## src/rtl/rvcsr_pkg.sv

```systemverilog
package rvcsr_pkg;

   // Implementation choices for the legalization rules
   localparam int AsidBits       = 4;
   localparam int AlignClearBits = 1;

   localparam logic [8:0]  AsidMask  = 9'((1 << AsidBits) - 1);
   localparam logic [31:0] AlignMask = 32'((1 << AlignClearBits) - 1);

   // CSR operation codes
   localparam logic [1:0] ModeWrite = 2'd0;
   localparam logic [1:0] ModeSet   = 2'd1;
   localparam logic [1:0] ModeClear = 2'd2;

   // MPP encoding that is reserved and legalizes to user
   localparam logic [1:0] MppReserved = 2'd2;
   localparam logic [1:0] MppUser     = 2'd0;

   // Address field that marks a read-only CSR
   localparam logic [1:0] ReadOnlyCode = 2'd3;

   // Implemented CSR numbers
   localparam logic [11:0] AddrMstatus  = 12'h300;
   localparam logic [11:0] AddrMstatush = 12'h310;
   localparam logic [11:0] AddrMtvec    = 12'h305;
   localparam logic [11:0] AddrMepc     = 12'h341;
   localparam logic [11:0] AddrMcause   = 12'h342;
   localparam logic [11:0] AddrMtval    = 12'h343;
   localparam logic [11:0] AddrSatp     = 12'h180;

   typedef struct packed {
      logic [1:0]  mode;
      logic [11:0] csr_address;
      logic [31:0] operand_value;
      logic [1:0]  current_privilege;
      logic [31:0] instruction_word;
   } req_item_type;

   typedef struct packed {
      logic [31:0] read_value;
      logic        illegal_access;
      logic [31:0] trap_info;
   } rsp_item_type;

   // Handshake between the input stage and the execute step
   typedef struct packed {
      logic valid;
      logic advance;
   } stage_ctrl_type;

endpackage

```

## src/rtl/rv32_machine_csr_file.sv

```systemverilog
// RV32 machine CSR file.
// Request channel (req_): one item is one CSR instruction with its mode,
// address, operand, current privilege and raw encoding. It is taken at a
// rising edge with req_valid high and req_stall low.
// Response channel (rsp_): one item per request, in order, carrying the old
// CSR value, an illegal-instruction flag and the trap value.
// A request passes through the input register, then the result register.
// One item per cycle while rsp_stall is low; the read-modify-write of the
// register state sits between the two registers, so each item sees every
// earlier write.
// State is written when an item moves into the result register; an illegal
// access writes nothing.
// Reset clears both stage valids and all CSRs to zero.
// When rsp_stall is held, the result register keeps its item, the input
// register fills and then req_stall rises; no item is dropped.
module rv32_machine_csr_file (
   input  logic                  clock,
   input  logic                  reset,
   input  logic                  req_valid,
   output logic                  req_stall,
   input  rvcsr_pkg::req_item_type req_item,
   output logic                  rsp_valid,
   input  logic                  rsp_stall,
   output rvcsr_pkg::rsp_item_type rsp_item
);
   import rvcsr_pkg::*;

   stage_ctrl_type ctrl;
   req_item_type   exec_item;
   rsp_item_type   exec_result;
   logic           exec_fire;

   logic           rsp_valid_ff, rsp_valid_in;
   rsp_item_type   rsp_item_ff,  rsp_item_in;

   // Result register is free or being emptied this cycle
   assign ctrl.advance = ~rsp_valid_ff | ~rsp_stall;
   assign exec_fire    = ctrl.valid & ctrl.advance;

   rvcsr_in_stage u_in_stage (
      .clock       (clock),
      .reset       (reset),
      .req_valid   (req_valid),
      .req_stall   (req_stall),
      .req_item    (req_item),
      .advance     (ctrl.advance),
      .stage_valid (ctrl.valid),
      .stage_item  (exec_item)
   );

   rvcsr_regs u_regs (
      .clock       (clock),
      .reset       (reset),
      .exec_fire   (exec_fire),
      .exec_item   (exec_item),
      .exec_result (exec_result)
   );

   // Result register
   always_comb begin
      rsp_valid_in = rsp_valid_ff;
      rsp_item_in  = rsp_item_ff;
      if (ctrl.advance) begin
         rsp_valid_in = ctrl.valid;
         rsp_item_in  = exec_result;
      end
   end

   always_ff @(posedge clock) begin
      if (reset) begin
         rsp_valid_ff <= 1'b0;
      end else begin
         rsp_valid_ff <= rsp_valid_in;
      end
   end

   always_ff @(posedge clock) begin
      rsp_item_ff <= rsp_item_in;
   end

   assign rsp_valid = rsp_valid_ff;
   assign rsp_item  = rsp_item_ff;

   // A stalled input register only waits on a full result register
   a_stall_cause : assert property (@(posedge clock) disable iff (reset)
      req_stall |-> (ctrl.valid && rsp_valid_ff && rsp_stall))
      else $error("input stalled without a blocked result");

   // Trap value follows the instruction of the item that went out
   a_trap_value : assert property (@(posedge clock) disable iff (reset)
      (exec_fire && exec_result.illegal_access) |=>
      (rsp_valid && rsp_item.trap_info == $past(exec_item.instruction_word)))
      else $error("trap value does not match the illegal instruction");

   // mtvec mode bits never read back as set
   a_mtvec_aligned : assert property (@(posedge clock) disable iff (reset)
      (exec_fire && exec_item.csr_address == AddrMtvec) |=>
      (rsp_item.read_value[1:0] == 2'b00))
      else $error("mtvec read back with mode bits set");

endmodule

```

## src/rtl/rvcsr_in_stage.sv

```systemverilog
module rvcsr_in_stage (
   input  logic                  clock,
   input  logic                  reset,
   input  logic                  req_valid,
   output logic                  req_stall,
   input  rvcsr_pkg::req_item_type req_item,
   input  logic                  advance,
   output logic                  stage_valid,
   output rvcsr_pkg::req_item_type stage_item
);
   import rvcsr_pkg::*;

   logic         valid_ff, valid_in;
   req_item_type item_ff,  item_in;
   logic         take;

   // Full register that is not moving on holds off the sender
   assign req_stall = valid_ff & ~advance;
   assign take      = req_valid & ~req_stall;

   // Next state of the input register
   always_comb begin
      valid_in = valid_ff;
      item_in  = item_ff;
      if (take) begin
         valid_in = 1'b1;
         item_in  = req_item;
      end else if (advance) begin
         valid_in = 1'b0;
      end
   end

   always_ff @(posedge clock) begin
      if (reset) begin
         valid_ff <= 1'b0;
      end else begin
         valid_ff <= valid_in;
      end
   end

   always_ff @(posedge clock) begin
      item_ff <= item_in;
   end

   assign stage_valid = valid_ff;
   assign stage_item  = item_ff;

endmodule

```

## src/rtl/rvcsr_regs.sv

```systemverilog
module rvcsr_regs (
   input  logic                  clock,
   input  logic                  reset,
   input  logic                  exec_fire,
   input  rvcsr_pkg::req_item_type exec_item,
   output rvcsr_pkg::rsp_item_type exec_result
);
   import rvcsr_pkg::*;

   logic [63:0] mstatus_ff, mstatus_in;
   logic [31:0] mtvec_ff,   mtvec_in;
   logic [31:0] mepc_ff,    mepc_in;
   logic [31:0] mcause_ff,  mcause_in;
   logic [31:0] mtval_ff,   mtval_in;
   logic [31:0] satp_ff,    satp_in;

   logic [31:0] old_value;
   logic        known;
   logic        read_only;
   logic        writes;
   logic        illegal;
   logic [31:0] new_value;
   logic        csr_write_en;

   // Read mux and decode of implemented addresses
   always_comb begin
      known     = 1'b1;
      old_value = '0;
      case (exec_item.csr_address)
         AddrMstatus:  old_value = mstatus_ff[31:0];
         AddrMstatush: old_value = mstatus_ff[63:32];
         AddrMtvec:    old_value = mtvec_ff;
         AddrMepc:     old_value = mepc_ff;
         AddrMcause:   old_value = mcause_ff;
         AddrMtval:    old_value = mtval_ff;
         AddrSatp:     old_value = satp_ff;
         default:      known     = 1'b0;
      endcase
   end

   // Access checks; the undefined fourth mode only reads
   assign read_only = exec_item.csr_address[11:10] == ReadOnlyCode;
   assign writes    = (exec_item.mode == ModeWrite) ||
                      (((exec_item.mode == ModeSet) || (exec_item.mode == ModeClear)) &&
                       (exec_item.operand_value != '0));
   assign illegal   = (exec_item.current_privilege < exec_item.csr_address[9:8]) ||
                      (read_only && writes) || !known;

   // Read-modify-write value
   always_comb begin
      case (exec_item.mode)
         ModeWrite: new_value = exec_item.operand_value;
         ModeSet:   new_value = old_value | exec_item.operand_value;
         default:   new_value = old_value & ~exec_item.operand_value;
      endcase
   end

   assign csr_write_en = exec_fire & writes & ~illegal;

   // Legalized register updates
   always_comb begin
      mstatus_in = mstatus_ff;
      mtvec_in   = mtvec_ff;
      mepc_in    = mepc_ff;
      mcause_in  = mcause_ff;
      mtval_in   = mtval_ff;
      satp_in    = satp_ff;
      if (csr_write_en) begin
         case (exec_item.csr_address)
            AddrMstatus: begin
               mstatus_in[31:0] = new_value;
               if (new_value[12:11] == MppReserved) begin
                  mstatus_in[12:11] = MppUser;
               end
            end
            AddrMstatush: mstatus_in[63:32] = new_value;
            AddrMtvec:    mtvec_in  = {new_value[31:2], 2'b00};
            AddrMepc:     mepc_in   = new_value & ~AlignMask;
            AddrMcause:   mcause_in = new_value;
            AddrMtval:    mtval_in  = new_value;
            AddrSatp:     satp_in   = {new_value[31], new_value[30:22] & AsidMask,
                                       new_value[21:0]};
            default: begin
            end
         endcase
      end
   end

   always_ff @(posedge clock) begin
      if (reset) begin
         mstatus_ff <= '0;
         mtvec_ff   <= '0;
         mepc_ff    <= '0;
         mcause_ff  <= '0;
         mtval_ff   <= '0;
         satp_ff    <= '0;
      end else begin
         mstatus_ff <= mstatus_in;
         mtvec_ff   <= mtvec_in;
         mepc_ff    <= mepc_in;
         mcause_ff  <= mcause_in;
         mtval_ff   <= mtval_in;
         satp_ff    <= satp_in;
      end
   end

   // Result of this access
   assign exec_result.read_value     = illegal ? '0 : old_value;
   assign exec_result.illegal_access = illegal;
   assign exec_result.trap_info      = illegal ? exec_item.instruction_word : '0;

endmodule
```

## config.mk

```make
export PLATFORM = sky130hd
export DESIGN_NAME = rv32_machine_csr_file
export DESIGN_NICKNAME = d
export VERILOG_FILES = /design/src/rtl/rvcsr_pkg.sv /design/src/rtl/rv32_machine_csr_file.sv /design/src/rtl/rvcsr_in_stage.sv /design/src/rtl/rvcsr_regs.sv
export SDC_FILE = /design/constraint.sdc
export NUM_CORES = 1
export LEC_CHECK = 0
export BUFFER_PORTS_ARGS = -buffer_cell sky130_fd_sc_hd__buf_2
export CAP_MARGIN = 5
export CORE_MARGIN = 1
export CORE_UTILIZATION = 58
export CTS_BUF_LIST = sky130_fd_sc_hd__clkbuf_16
export DETAILED_ROUTE_END_ITERATION = 8
export GPL_ROUTABILITY_DRIVEN = 0
export PLACE_DENSITY_LB_ADDON = 0.1
export SYNTH_ARGS = -nofsm -noshare
export SYNTH_HDL_FRONTEND = slang
export SYNTH_SLANG_ARGS = --single-unit
```

## constraint.sdc

```tcl
create_clock -name clock -period 6.2 [get_ports clock]
set_clock_uncertainty 0.05 [all_clocks]
set_input_delay 0.62 -clock clock [delete_from_list [all_inputs] [get_ports clock]]
set_output_delay 0.62 -clock clock [all_outputs]
set_load 0.02 [all_outputs]
```

==> results of run 1 <==
-- stage by stage --
stage	util	power [mW]
2_1_floorplan	-	2.77
3_3_place_gp	0.629	2.87
3_5_place_dp	0.629	2.87
4_1_cts	0.678	5.01
5_1_grt	0.678	5.12
6_report	0.678	4.99
-- sequential cells by signal (all words and copies together), names as in the netlist --
register / cells
u_in_stage.stage_item: 80
rsp_item: 65
u_regs.mstatus_ff: 64
u_regs.mcause_ff: 32
u_regs.mtval_ff: 32
u_regs.mepc_ff: 31
u_regs.mtvec_ff: 30
u_regs.satp_ff: 27
rsp_valid: 1
u_in_stage.stage_valid: 1
-- power breakdown --
group          leakage, nW  total, mW  switching [mW]  internal, mW
sequential            3.26       2.57          0.0287          2.54
clock                0.628       2.17           0.901          1.27
combinational         2.02      0.259           0.183        0.0762
total                 5.91       4.99            1.11          3.88
-- synth_stat cells (all sizes together), types with 5 or more instances --
| library cell | instances |
|---|---|
| a211oi | 35 |
| a21oi | 11 |
| a222oi | 16 |
| a22o | 53 |
| a22oi | 12 |
| a32oi | 9 |
| and2 | 45 |
| buf | 40 |
| clkbuf | 53 |
| dfxtp | 218 |
| edfxtp | 145 |
| inv | 9 |
| mux2 | 20 |
| mux2i | 47 |
| nand2 | 39 |
| nand2b | 7 |
| nand3 | 5 |
| nand4 | 9 |
| nor2 | 98 |
| nor3 | 16 |
| nor4 | 10 |
| o211ai | 7 |
| o21ai | 6 |
| o2bb2ai | 158 |
| o31a | 20 |
| or3 | 9 |
-- worst paths after layout --
path,slack [ps],end,depth (start not counted),from
setup / recovery,2340,u_regs.satp_ff[16]$_SDFFE_PP0P_,8,u_in_stage.stage_item[78]$_DFFE_PP_
hold / removal,230,u_in_stage.stage_item[19]$_DFFE_PP_,1,req_item[19]
setup reg to reg,2340,u_regs.satp_ff[16]$_SDFFE_PP0P_,8,u_in_stage.stage_item[78]$_DFFE_PP_
hold reg to reg,410,u_regs.mtval_ff[22]$_SDFFE_PP0P_,1,u_regs.mtval_ff[22]$_SDFFE_PP0P_
-- critical path, stage by stage (launching register included) --
cell       delay (ps)
edfxtp_1          350
inv_1              50
ha_1              300
nor4_1            480
nand4_1           220
nor3_4            580
or2_2             430
or3_1            1000
o2bb2ai_1         210
-- cell families after synthesis --
family | Yosys count | synth area share
adders and majority gates | 3 | 0.00261
xor gates and xnor gates | 3 | 0.00183
AOI/OAI and AO/OA | 352 | 0.214
buffers and inverters | 102 | 0.0308
muxes | 67 | 0.0484
and+or+nand+nor | 259 | 0.0953
DFF | 363 | 0.607
-- cell type report --
cell class	count	area share
clock buffers	39	0.0592
well taps	324	0.0246
repair buffers	168	0.0537
flip-flops and latches	363	0.529
inverters	9	0.00205
multi-input cells	684	0.319
clock inverters	29	0.0128
-- per-layer routing --
layer	vias up	wire length [um]	part of all wire	global-route usage
li1	4699	-	-	-
met1	4992	16700	0.44	0.423
met2	494	16900	0.45	0.461
met3	60	3270	0.087	0.0641
met4	0	863	0.023	0.0983
met5	-	0	0	0
==> metrics, run 1 <==
nets=~1400; pre-CTS setup slack=around 2400 ps; Starting Density=0.591; distinct cell type count after synthesis=around 70; Peak Freq=259 MHz; run status=completed; share of cells above drive strength 1=0.224; Seq/Total Area, Yosys=0.607; CTS tree=done; max_cap viols=0; Tmin final=3860 ps; number of global-route vias before repair=~10000; ys async rst share=0; DRT iter0 DRCs=approximately 1000; Critical Path RT=between 6000 and 7000 ps; worst hold slack=between 200 and 250 ps; area of the multi-input gates=about 0.0053 mm2; worst vdd ir=roughly 0.24 mV; most frequent cells in the layout=dfxtp_1 (218), o2bb2ai_1 (158), buf_2 (150); largest fanout on the critical path=25; count of hold buffers inserted by post-cts repair=0; Post-Synthesis Cells=1149; fin cells=~1600; Area Growth Syn to Fin=14.8%; Leak=slightly below 6 nW; FP Rows=57; setup ws final=between 2000 and 2500 ps; synthesized flop and latch total=approximately 360; Synth top area share=0.304; largest net degree at the start of global routing=roughly 80; Crit Path Class=reg2reg; Core Area=0.0243 mm2; CTS H-Tree Depth=2; yosys warns=0; ranking of synthesized cells by area=dfxtp_1 (30%), edfxtp_1 (30%), o2bb2ai_1 (9.6%); Die H=159 um; cts bufs inserted=37; CP Launch Type=register; placed cell areas=approximately 0.015 mm2; syn avg cell area=12.5 um2; Die X=~160 um; post-CTS sizing=0; headroom to the max-slew limit=0.151; RSZ-0062 raised after global routing=no; total grt overflow=0; Synthesized Nets=1236; Worst setup EP type=register; final wirelength=37700 um; number of port buffers=150; initial antenna violation count=0; WL per Instance=about 23 um; placed cells=about 1500; Post-synth EDFFs=approximately 150; # DRC=0; Clock Path Buffers=3; most used flip-flop cell after synthesis=dfxtp_1; Final Hold Fails=0; Reg area=approximately 0.0087 mm2; finished layout cell area=about 0.016 mm2; clk sink count=approximately 360; Filler cells=roughly 1800; diode count=0; Worst-Margin Slew=approximately 1300 ps; via count=~10000; GRT Util Overall=0.299; fin crit share=0.622; Setup violations, final=0; Skew-Pair Late Insertion Delay=520 ps; Synth area leader=dfxtp_1; total power per unit cell area=between 300 and 400 mW/mm2; Clock Pin Slew Worst Setup and Hold Paths=~60 ps; Vias/cell=~6.3; worst hold path class=in2reg; Die Area=0.0254 mm2; DRT Pass-1 Iters=6; most common cell after layout, fill and taps aside=dfxtp_1; # IOs=151; max-slew violation count=0; crit path DAT=roughly 4200 ps; global-route wire length before repair=between 50000 and 60000 um; post-detail-place hpwl=roughly 23000 um; postcts setup bufs=0; setup TNS=0 ps; Mapped Area=~0.014 mm2; CTS root buf=clkbuf_16; DRT antenna net count=0
Power figures use the tool's default switching activity.
==> inputs of run 2 (changes only) <==
ABC_AREA = 1   (was default)
CORE_UTILIZATION = 59   (was 58)
clock period = 3.74 ns   (was 6.2 ns; I/O delays follow)
==> run 2 against run 1 <==
Effect of this change: first-iteration DRC count grew 87%; maximum frequency rose by 18%; utilization up 4.5 points; count of clock-buffer cells in the layout up 4; synthesized cell count grew 70%; largest power group unchanged.
==> metrics, run 2 <==
DRT iter0 DRCs=1888 (+87%); Die H=164 um (+3.2%); distinct cell type count after synthesis=36 (-50%); final wirelength=47800 um (+27%); count leader, synth=nor2_1; Die X=164 um (+3.2%); number of global-route vias before repair=13400 (+32%); GRT Util Overall=0.351 (+0.0518); Post-synth top cells=nor2_1 (564), nand2_1 (285), dfxtp_1 (218), o21ai_0 (199), inv_1 (170); Synth top area share=0.280 (-0.0235); synthesized flop and latch total=363 (unchanged); Leak=7.97 nW (+35%); initial antenna violation count=0 (unchanged); number of port buffers=150 (unchanged); number of flip-flops under the largest register name=80 (unchanged); Mapped Area=0.0156 mm2 (+8.4%); # DRC=0 (unchanged); ranking of synthesized cells by area=dfxtp_1 (28%), edfxtp_1 (28%), nor2_1 (14%); CTS tree=done; yosys warns=0 (unchanged); crit-path max cell delay=650 ps (-350 ps); Seq/Total Area, Yosys=0.560 (-0.0470); total grt overflow=0 (unchanged); syn avg cell area=7.97 um2 (-36%); RR Startpoint=u_in_stage.stage_item[68]$_DFFE_PP_; most common cell after layout, fill and taps aside=nor2_1; CP startpoint=u_in_stage.stage_item[68]$_DFFE_PP_; crit path cell chain=nor2_2, nand2_1, inv_2, nand3_1, inv_1, buf_4, nand2_1, nand3_1, nor2_1, o22ai_1, nor2_1, nor2_1; Crit Path Class=reg2reg; Clock Path Buffers=3 (unchanged); CP Launch Type=register; crit path DAT=3690 ps (-470 ps); via count=14400 (+40%); global-route wire length before repair=71700 um (+22%); Die Area=0.0270 mm2 (+6.5%); most frequent cells in the layout=nor2_1 (564), nand2_1 (284), dfxtp_1 (218); Clock Pin Slew Worst Setup and Hold Paths=60 ps (about the same); Vias/cell=5.67 (-11%); CP dominant cell by count=nor2_1; Worst setup EP type=register; worst hold path class=in2reg; Starting Density=0.599 (+0.00851); clk sink count=363 (unchanged); share of cells above drive strength 1=0.129 (-0.0947); WL per Instance=18.8 um (-19%); hold path depth=2 (+1); most used flip-flop cell after synthesis=dfxtp_1; CTS H-Tree Depth=2 (unchanged); largest fanout on the critical path=10 (-60%); Min-Delay Startpoint=reset; reg-to-reg endpoint=u_regs.satp_ff[4]$_SDFFE_PP0P_; max-slew violation count=0 (unchanged); Synthesized Nets=2040 (+65%); run status=completed; DRT Pass-1 Iters=6 (unchanged); total power per unit cell area=452 mW/mm2 (+49%); Critical Path RT=4160 ps (-2340 ps); FP Rows=59 (+3.5%); nets=2257 (+67%); Core Area=0.0260 mm2 (+6.8%); Slowest-stage cell, CP=inv_1; reg-to-reg slack, setup=470 ps (-1880 ps); worst vdd ir=0.457 mV (+89%); Synth area leader=dfxtp_1; diode count=0 (unchanged); post-CTS sizing=0 (unchanged); setup TNS=0 ps (unchanged); Tmin final=3270 ps (-584 ps); max_cap viols=0 (unchanged); largest net degree at the start of global routing=154 (+90%); headroom to the max-slew limit=0.345 (+0.194); cts bufs inserted=39 (+5.4%); Worst-Margin Slew=982 ps (-291 ps); Peak Freq=305 MHz (+18%); Final Hold Fails=0 (unchanged); reg2reg path depth=12 (+4); RSZ-0062 raised after global routing=no; Post-synth EDFFs=145 (unchanged); Post-Synthesis Cells=1953 (+70%); ys async rst share=0 (unchanged); post-detail-place hpwl=28100 um (+22%); Area Growth Syn to Fin=20.8%; worst hold slack=83.5 ps (-142 ps); DRT antenna net count=0 (unchanged); Skew-Pair Late Insertion Delay=540 ps (+20 ps); Setup violations, final=0 (unchanged); CTS root buf=clkbuf_16; Hold Path Sink=rsp_valid$_SDFFE_PP0N_; fin crit share=0.875 (+0.253); # IOs=151 (unchanged)
-- run 2: cell count changes after synthesis, moves of 47 or more --
cell | previous run | this run
o22ai_1 | 0 | 53
a22o_1 | 53 | 1
mux2i_1 | 47 | 0
inv_1 | 7 | 170
o21ai_0 | 5 | 199
nand2_1 | 39 | 285
o21ai_1 | 1 | 61
o2bb2ai_1 | 158 | 0
nor2_1 | 96 | 564
-- run 2: what timing repair did --
action / 4_1_cts / 5_1_grt
setup buffers: 0 / 0
hold endpoints to repair: 80 / 0
hold buffers: 80 / 0
endpoints found under the setup margin: 0 / 0
-- run 2: logic make-up after synthesis --
kind of cell / after synthesis / synth area share
AND/OR/NAND/NOR: 942 / 0.240
buffers and inverters: 284 / 0.0741
AO/OA/AOI/OAI: 361 / 0.123
flip-flops: 363 / 0.560
adder cells (fa/ha/maj): 3 / 0.00241
-- run 2: power breakdown --
part / internal (mW) / switching [mW] / leakage, nW
Sequential: 4.21 / 0.0422 / 3.26
Combinational: 0.165 / 0.281 / 4.04
Clock: 2.21 / 1.58 / 0.670
Total: 6.59 / 1.91 / 7.97
-- run 2: how the worst max path moves through the flow --
stage,to,slack (ps),cells past startpoint
after global placement,u_regs.mepc_ff[4]$_SDFFE_PP0P_,590,12
after detailed placement,u_regs.satp_ff[4]$_SDFFE_PP0P_,600,12
after global routing,u_regs.satp_ff[4]$_SDFFE_PP0P_,300,12
final,u_regs.satp_ff[4]$_SDFFE_PP0P_,470,12
after floorplan,u_in_stage.stage_item[0]$_DFFE_PP_,160,5
after CTS,u_regs.satp_ff[4]$_SDFFE_PP0P_,540,12
-- run 2: layer usage --
layer,vias up,share of wire,global-route usage,wire length (um)
met1,6554,0.38,0.449,18200
li1,6752,-,-,-
met5,-,0,0,0
met4,0,0.050,0.194,2410
met2,890,0.46,0.555,21800
met3,191,0.11,0.0761,5360
-- run 2: critical path: cells and delay by family, from the launching register on --
kind	cells	cell delay, ps
compound gates	1	520
buf+inv	3	1050
flops	1	420
simple gates	8	1160
-- run 2: stage by stage --
step	instances	power (mW)	utilization	setup WS, ps	area (um2)
after floorplan	1953	4.54	-	163	15600
after global placement	2384	4.70	0.644	591	16700
after detailed placement	2384	4.71	0.644	604	16700
after CTS	2536	8.51	0.724	545	18800
after global routing	2536	8.71	0.724	299	18800
final	2536	8.49	0.724	466	18800
-- run 2: area by class of cell --
cell class                      instances  area (um2)
Clock inverter                         29         196
Multi-Input combinational cell       1306        5710
Fill cell                            2036        7180
Clock buffer                           43        1080
Sequential cell                       363        8720
Inverter                              187         708
Timing Repair Buffer                  273        1970
Tap cell                              335         419
==> inputs of run 3 (changes only) <==
BUFFER_PORTS_ARGS = -buffer_cell sky130_fd_sc_hd__clkbuf_2   (was -buffer_cell sky130_fd_sc_hd__buf_2)
==> run 3 against run 2 <==
Effect of this change: flip-flop and latch count unchanged; maximum frequency up 8.4%; critical path depth down 3; critical path type unchanged; critical endpoint is now u_regs.mstatus_ff[40]$_SDFFE_PP0P_.
==> metrics, run 3 (synthesized netlist as in run 2, its figures left out) <==
run status=completed; Leak=7.97 nW (about the same); DRT Pass-1 Iters=6 (unchanged); Critical Path RT=4150 ps (about the same); total power per unit cell area=453 mW/mm2 (+0.22%); setup TNS=0 ps (unchanged); crit path cell chain=nor2_2, nand2_1, inv_2, nand3_1, inv_1, nand3_2, inv_2, o21ai_0, nor2_1; Slowest-stage cell, CP=inv_2; cts bufs inserted=39 (unchanged); CTS H-Tree Depth=2 (unchanged); postcts setup bufs=0 (unchanged); RSZ-0062 raised after global routing=no; headroom to the max-slew limit=0.308 (-0.0369); Clock Path Buffers=3 (unchanged); CP dominant cell by count=inv_2; Final Hold Fails=0 (unchanged); WL per Instance=18.9 um (about the same); number of global-route vias before repair=13700 (+2.9%); max-slew violation count=0 (unchanged); Tmin final=3020 ps (-253 ps); nets=2261 (+0.18%); GR met1 Demand/Resource=0.450 (+0.000790); Die X=164 um (unchanged); Vias/cell=5.71 (+0.59%); CP Launch Type=register; worst hold slack=83.7 ps (+0.167 ps); M3 GR Usage=0.0698 (-0.00628); Setup violations, final=0 (unchanged); most common cell after layout, fill and taps aside=nor2_1; Core Area=0.0260 mm2 (unchanged); Crit Path Class=reg2reg; Clock Pin Slew Worst Setup and Hold Paths=60 ps (about the same); DRT iter0 DRCs=1603 (-15%); Skew-Pair Late Insertion Delay=530 ps (about the same); GR Layer Usage met2=0.570 (+0.0148); worst hold path class=in2reg; largest fanout on the critical path=30 (+20); post-CTS sizing=0 (unchanged); total grt overflow=0 (unchanged); final wirelength=47900 um (+0.21%); CTS tree=done; crit-path max cell delay=630 ps (-20 ps); max_cap viols=0 (unchanged); Worst-Margin Slew=1040 ps (+55.3 ps); # IOs=151 (unchanged); FP Rows=59 (unchanged); fin cells=2539 (+0.12%); DRT antenna net count=0 (unchanged); share of cells above drive strength 1=0.130 (+0.000732); CTS root buf=clkbuf_16; number of port buffers=150 (unchanged); Peak Freq=331 MHz (+8.4%); post-detail-place hpwl=28300 um (+0.92%); crit path DAT=3430 ps (-260 ps); global-route wire length before repair=72700 um (+1.4%); finished layout cell area=0.0188 mm2 (about the same); initial antenna violation count=0 (unchanged); number of flip-flops under the largest register name=80 (unchanged); fin crit share=0.808 (-0.0677); most frequent cells in the layout=nor2_1 (564), nand2_1 (284), dfxtp_1 (218); count of hold buffers inserted by post-cts repair=80 (unchanged); via count=14500 (+0.71%); GRT Util Overall=0.354 (+0.00320); largest net degree at the start of global routing=115 (-25%); Starting Density=0.599 (unchanged); worst vdd ir=0.501 mV (+9.5%); GR peak layer=met2; placed cells=2388 (+0.17%); Worst setup EP type=register; diode count=0 (unchanged); Die Area=0.0270 mm2 (unchanged); # DRC=0 (unchanged); Die H=164 um (unchanged); Area Growth Syn to Fin=20.7% (about the same); placed cell areas=0.0167 mm2 (about the same); clk sink count=363 (unchanged)
[run 3: changes by cell type in the layout (fill, tap and decap cells not counted), sizes merged]
cell / previous run / this run
clkinv: 15 / 14
bufinv: 2 / 3
clkinvlp: 2 / 3
clkbuf: 43 / 192
inv: 197 / 196
buf: 193 / 47
[run 3: path summary, 6_finish.rpt]
| kind | cells after the start | endpoint | from | slack [ps] |
|---|---|---|---|---|
| worst max-delay path | 9 | u_regs.mstatus_ff[40]$_SDFFE_PP0P_ | u_in_stage.stage_item[69]$_DFFE_PP_ | 720 |
| worst min-delay path | 2 | u_in_stage.stage_valid$_SDFFE_PP0P_ | reset | 80 |
| worst max register to register | 9 | u_regs.mstatus_ff[40]$_SDFFE_PP0P_ | u_in_stage.stage_item[69]$_DFFE_PP_ | 720 |
| worst min register to register | 2 | u_regs.mstatus_ff[12]$_SDFFE_PP0P_ | u_regs.mstatus_ff[12]$_SDFFE_PP0P_ | 420 |
[run 3: final cells by class]
cell class | count | area, um2
clock buffers | 42 | 1050
clock inverters | 29 | 209
fillers | 2037 | 7190
inverters | 187 | 708
multi-input cells | 1306 | 5710
flip-flops and latches | 363 | 8720
well taps | 335 | 419
repair buffers | 277 | 1980
[run 3: power breakdown]
group / total [mW] / internal [mW] / leakage (nW) / switching, mW
Sequential: 4.25 / 4.21 / 3.26 / 0.0441
Combinational: 0.447 / 0.164 / 4.05 / 0.282
Clock: 3.81 / 2.23 / 0.658 / 1.58
[run 3: per-layer routing]
layer  up-vias  wire (um)
met2       926      22100
li1       6763          -
met5         -          0
met1      6597      18100
met3       203       5370
met4         0       2350
[run 3: critical path, delay by kind of cell (launching register included)]
family          cells  cell delay, ps
compound gates      1             190
buf+inv             3            1340
flops               1             400
simple gates        5             970
[run 3: through the flow]
stage	worst slack, ps	power (mW)	util
after floorplan	163	4.54	-
after global placement	882	4.70	0.644
after detailed placement	795	4.71	0.644
after CTS	780	8.52	0.723
after global routing	552	8.72	0.723
final	719	8.51	0.723
